### src/design/sasmd_pkg.sv
// Shared types and constants for the signed add/sub/mul/div unit.
// No dependencies.
`default_nettype none
package sasmd_pkg;
    localparam int DATA_WIDTH = 32;
    localparam int MAG_WIDTH  = DATA_WIDTH - 1;
    localparam int N_STAGES   = DATA_WIDTH;

    typedef logic [DATA_WIDTH-1:0] word_t;

    typedef enum logic [1:0] {
        MODE_ADD = 2'd0,
        MODE_SUB = 2'd1,
        MODE_MUL = 2'd2,
        MODE_DIV = 2'd3
    } mode_t;

    // data handed from cell to cell
    typedef struct packed {
        logic  valid;
        mode_t mode;
        word_t res;     // finished result for add/sub/mul
        word_t rem;     // partial remainder (division)
        word_t quo;     // dividend bits shifting out, quotient bits shifting in
        word_t dvs;     // divisor magnitude
        logic  neg;     // negate quotient at the end
        logic  dz;      // divide by zero
    } cell_t;
endpackage
`default_nettype wire

### src/design/sasmd_cell.sv
// One restoring-division cell: one quotient bit per cycle; other modes pass.
// Depends on sasmd_pkg.
`default_nettype none
module sasmd_cell (
    input  wire logic              clk,
    input  wire logic              rst_n,
    input  wire sasmd_pkg::cell_t  din,
    output sasmd_pkg::cell_t       dout
);
    sasmd_pkg::cell_t cell_reg, cell_next;
    logic [sasmd_pkg::DATA_WIDTH:0] trial;
    sasmd_pkg::word_t               shifted;

    always_comb
    begin
        cell_next = din;
        shifted = {din.rem[sasmd_pkg::DATA_WIDTH-2:0], din.quo[sasmd_pkg::DATA_WIDTH-1]};
        trial = {1'b0, shifted} - {1'b0, din.dvs};
        if (din.mode == sasmd_pkg::MODE_DIV)
        begin
            if (!trial[sasmd_pkg::DATA_WIDTH])
            begin
                cell_next.rem = trial[sasmd_pkg::DATA_WIDTH-1:0];
                cell_next.quo = {din.quo[sasmd_pkg::DATA_WIDTH-2:0], 1'b1};
            end
            else
            begin
                cell_next.rem = shifted;
                cell_next.quo = {din.quo[sasmd_pkg::DATA_WIDTH-2:0], 1'b0};
            end
        end
    end

    always_ff @(posedge clk or negedge rst_n)
    begin
        if (!rst_n)
            cell_reg <= '0;
        else
            cell_reg <= cell_next;
    end

    assign dout = cell_reg;
endmodule
`default_nettype wire

### config.mk
export PLATFORM = sky130hd
export DESIGN_NAME = sasmd_cell
export DESIGN_NICKNAME = d
export VERILOG_FILES = /design/src/design/sasmd_pkg.sv /design/src/design/sasmd_cell.sv
export SDC_FILE = /design/constraint.sdc
export NUM_CORES = 1
export LEC_CHECK = 0
export ABC_CLOCK_PERIOD_IN_PS = 800
export BUFFER_PORTS_ARGS = -buffer_cell sky130_fd_sc_hd__buf_4
export CAP_MARGIN = 15
export CORE_MARGIN = 2
export CORE_UTILIZATION = 48
export CTS_CLUSTER_SIZE = 28
export DETAILED_ROUTE_END_ITERATION = 10
export GPL_ROUTABILITY_DRIVEN = 0
export GPL_TIMING_DRIVEN = 0
export PLACE_DENSITY = 0.81
export SYNTH_ARGS = -nofsm -noshare
export SYNTH_HDL_FRONTEND = slang
export SYNTH_SLANG_ARGS = --single-unit
### constraint.sdc
create_clock -name clk -period 0.8 [get_ports clk]
set_clock_uncertainty 0.15 [all_clocks]
set_input_delay 0.04 -clock clk [delete_from_list [all_inputs] [get_ports clk]]
set_output_delay 0.04 -clock clk [all_outputs]
set_load 0.05 [all_outputs]
==> results.json, run 1 <==
{
  "synth_top_area_share": 0.536,
  "synth.area.top_cells": "dfrtp_1 (54%), nand2_1 (9.2%), ha_1 (6.4%)",
  "synth_ff_type": "dfrtp_1",
  "antenna_found_initial": 6,
  "grt_max_degree": 85,
  "io-pin-count": 268,
  "initial_utilization": 0.492,
  "io_buffers": 267,
  "h-tree-depth": 4,
  "tool.error": "[ERROR GRT-0232] Routing congestion too high. Check the congestion heatmap in the GUI.",
  "grt_usage": 0.707,
  "clock-sinks": 133,
  "synth.distinct_cells": 48,
  "lastStage": "global routing (5_1_grt)",
  "rows": 41,
  "synth_edf_count": 0,
  "synth_area_sq_um": 6210,
  "chipHeight_um": 118,
  "synth.yosys.seq_area_share": 0.536,
  "cts.path.max_buffers": 2,
  "worst_endpoint_kind": "register data pin",
  "dp_cells": 1069,
  "die_x_um": 118,
  "synth.largest_area_cell": "dfrtp_1",
  "overflow": 11,
  "syn_nets": 797,
  "yosys_warnings": 0,
  "synth_area_per_cell_sq_um": 9.88,
  "cts_root_buf": "clkbuf_16",
  "status": "stopped before the end",
  "place.detailed.hpwl_um": 14500,
  "ys_async_sr_fraction": 1.00,
  "synthesis.instances": 629,
  "postPlaceCellArea_sq_um": 8640,
  "cts-buffers-inserted": 17,
  "worst_endpoint": "dout[95]$_DFF_PN0_/D",
  "ys_seq_elements": 133
}
metal layers:
layer,global-route usage,overflow
met1,0.698,0
met4,0.736,6
met2,0.903,5
met5,0.0919,0
met3,0.519,0
cells in the mapped netlist (5+ instances only):
library cell / instances
o21ai_1: 14
inv_1: 39
nand3_1: 8
and3_1: 5
ha_1: 32
nor2b_1: 5
xnor2_1: 17
o21ai_0: 31
a21oi_1: 34
dfrtp_1: 133
nor2_1: 28
nand2_1: 152
nand4_1: 6
a21o_1: 9
mux2i_1: 27
clkbuf_1: 14
xor2_1: 9
o211ai_1: 7
nor3_1: 6
metrics by stage:
step | setup slack, ns | TNS [ns]
after CTS | -1.37 | -89.99
after detailed placement | -1.98 | -84.84
after global placement | -1.94 | -195.11
after floorplan | -1.51 | -52.51
cells by family after synthesis:
family / count (synthesis) / synth area share
compound gates: 124 / 0.124
buf+inv: 65 / 0.0431
fa+ha+maj: 33 / 0.0676
xor+xnor: 26 / 0.0366
flops: 133 / 0.536
mux: 27 / 0.0435
simple gates: 221 / 0.150
repair_timing:
action | 4_1_cts
resized for setup | 184
endpoints found under the hold margin | 266
pin swaps | 28
setup endpoints to repair | 170
cloned | 3
setup buffers | 14
hold buffers | 129
==> inputs of run 2 (changes only) <==
Settings changed: CORE_UTILIZATION 48 to 40, CTS_CLUSTER_SIZE 28 to default, PLACE_DENSITY 0.81 to default, PLACE_DENSITY_LB_ADDON from default to 0.15.
==> run 2 against run 1 <==
Net effect:
- the flow now finishes, with violations (hold timing, setup timing)
- synthesized cell count is the same
- area after synthesis is the same
==> results.json, run 2 <==
{
  "worstPathMaxFanout": 4,
  "rsz0062_at_grt": "true",
  "clock-sinks": 133,
  "io_buffers": 267,
  "cts.path.max_buffers": 2,
  "synth_top_area_share": 0.536,
  "dieArea_sq_um": 16500,
  "cp.required_ns": 0.94,
  "die_x_um": 129,
  "grt_pass1_wl_um": 33500,
  "ys_async_sr_fraction": 1.00,
  "cts_tree": "built",
  "wl_um": 21600,
  "holdCritPathClass": "primary input to async pin",
  "largest_reg_flops": 133,
  "synthAdderAreaFrac": 0.0676,
  "drv_slew": 0,
  "synth_xor_area_frac": 0.0366,
  "crit_path_end_kind": "register",
  "timing.final.crit_share": 2.80,
  "violations": "hold timing, setup timing",
  "overflow": 0,
  "antenna_found_initial": 0,
  "chipHeight_um": 129,
  "coreArea_sq_um": 15200,
  "cts-buffers-inserted": 17,
  "syn_nets": 797,
  "synth_edf_count": 0,
  "grt_pass1_vias": 6473,
  "rows": 45,
  "fmax_mhz": 447,
  "register_area_sq_um": 3330,
  "antenna_cells": 0,
  "slew_headroom": 0.574,
  "place.detailed.hpwl_um": 13700,
  "post-route-util": 0.760,
  "p_leak_nw": 5.66,
  "postPlaceCellArea_sq_um": 8660,
  "initial_utilization": 0.409,
  "final_common_cell": "buf_4",
  "worst_ep_arrival_time_ns": 2.38,
  "drtIter0Drc": 213,
  "fin_area_sq_um": 11600,
  "antenna_left": 0,
  "synth.distinct_cells": 48,
  "tightestPinTransition_ns": 0.639,
  "wl_per_cell_um": 17.0,
  "area_delta_synth_final_pct": 86.0,
  "final_nets": 1237,
  "cp-startpoint": "din[65]",
  "cp-start-kind": "primary input",
  "synth.largest_area_cell": "dfrtp_1",
  "fin_total_pwr_mw": 22.2,
  "synth_ff_type": "dfrtp_1",
  "synth.area.top_cells": "dfrtp_1 (54%), nand2_1 (9.2%), ha_1 (6.4%)",
  "mostFrequentLayoutCells": "buf_4 (148), nand2_1 (146), buf_6 (141), dfrtp_1 (133), dlygate4sd3_1 (130)",
  "synthTopCellsByCount": "nand2_1 (152), dfrtp_1 (133), inv_1 (39)",
  "holdWs_ns": -0.617,
  "synthMuxAreaShare": 0.0435,
  "cts_root_buf": "clkbuf_16",
  "yosysMostFrequentCell": "nand2_1",
  "multiInputGateArea_sq_um": 2870,
  "h-tree-depth": 4,
  "synthesis.instances": 629,
  "post-route-worst-setup-slack_ns": -1.44,
  "synth.yosys.seq_area_share": 0.536,
  "dp_cells": 1085,
  "grt_max_degree": 94,
  "ys_seq_elements": 133,
  "fillers": 966,
  "synth_area_sq_um": 6210,
  "drc_errors": 0,
  "via_count": 6206,
  "grt_usage": 0.261,
  "synth_top_family_by_area": "simple AND/OR/NAND/NOR gates",
  "synth_area_per_cell_sq_um": 9.88,
  "final_cell_count_no_fill": 1269,
  "status": "finished, violations left",
  "synthSimpleGateAreaFrac": 0.150,
  "period_minus_slack_ns": 2.24,
  "drt_pass1_iterations": 5,
  "yosys_warnings": 0,
  "endpoint": "dout[93]",
  "clkTransAtPathRegs_ns": 0.06,
  "path_class": "primary input to register",
  "synth_compound_area_frac": 0.124,
  "powerDensity_nw_per_um2": 1920,
  "max-vdd-ir-drop_v": 0.00134,
  "hold_viol": 137,
  "io-pin-count": 268,
  "setup_viol": 167,
  "drive_gt1_frac": 0.366,
  "viasPerCell": 4.89,
  "drv_cap": 0
}
==> run 2: kinds of logic after synthesis <==
| kind of cell | after synthesis |
|---|---|
| AOI/OAI and AO/OA | 124 |
| xor gates and xnor gates | 26 |
| adders and majority gates | 33 |
| buffers and inverters | 65 |
| DFF | 133 |
| muxes | 27 |
| and+or+nand+nor | 221 |
==> run 2: timing repair <==
action                     CTS  global route
pin swaps                   16            23
buffers inserted            15            11
hold buffers               129             1
setup endpoints to repair  166           193
resized for setup          171            38
cloned                       2             1
hold endpoints to repair   266           138
==> run 2: cell type report <==
cell class                 count  area share
tap                          188      0.0203
buffer                        20      0.0149
clock buffer                  17      0.0368
clock inverter                14      0.0132
inverter                      39      0.0146
sequential                   133       0.288
timing repair buffer         427       0.364
multi-input combinational    431       0.249
==> run 2: worst min path at each step <==
| stage | depth (start not counted) | slack (ns) | from | to |
|---|---|---|---|---|
| finish | 1 | -0.62 | rst_n | dout[72] |
| global route | 1 | -0.59 | rst_n | dout[72] |
| CTS | 1 | -0.62 | rst_n | dout[72] |
| detailed placement | 1 | -0.18 | rst_n | dout[72] |
| global placement | 1 | -0.0008 | din[0] | dout[0] |
| floorplan | 0 | -0.41 | rst_n | dout[0] |
==> run 2: per-layer routing <==
layer / vias up / global-route usage / share of wire
met5: - / 0 / 0
met4: 0 / 0.0902 / 0.023
met3: 37 / 0.0607 / 0.068
met2: 264 / 0.468 / 0.51
met1: 2913 / 0.308 / 0.40
li1: 2992 / - / -
==> run 2: where the power goes <==
group          switching (mW)  internal (mW)  total [mW]  leakage [nW]
clock network            3.10           4.60        7.70         0.272
logic                    3.94           3.17        7.12          3.83
registers               0.229           7.20        7.43          1.56
==> run 2: metrics by stage <==
step           worst slack [ns]  TNS (ns)
4_1_cts                   -1.42    -90.83
3_5_place_dp              -1.97    -85.94
5_1_grt                   -1.51    -94.48
6_report                  -1.44    -87.56
2_1_floorplan             -1.51    -52.51
3_3_place_gp              -1.97   -203.82
==> run 2: worst max-delay path: stages <==
cell and delay, ns:
buf_12 0.09, inv_12 0.03, ha_4 0.15, buf_4 0.13
nor2b_1 0.10, o21a_1 0.16, a311o_1 0.26, a21oi_2 0.12
o31a_4 0.37, o31ai_4 0.35, a31oi_2 0.15, mux2i_1 0.14
a211o_1 0.27
No activity file was read; power rests on OpenSTA's default activity.
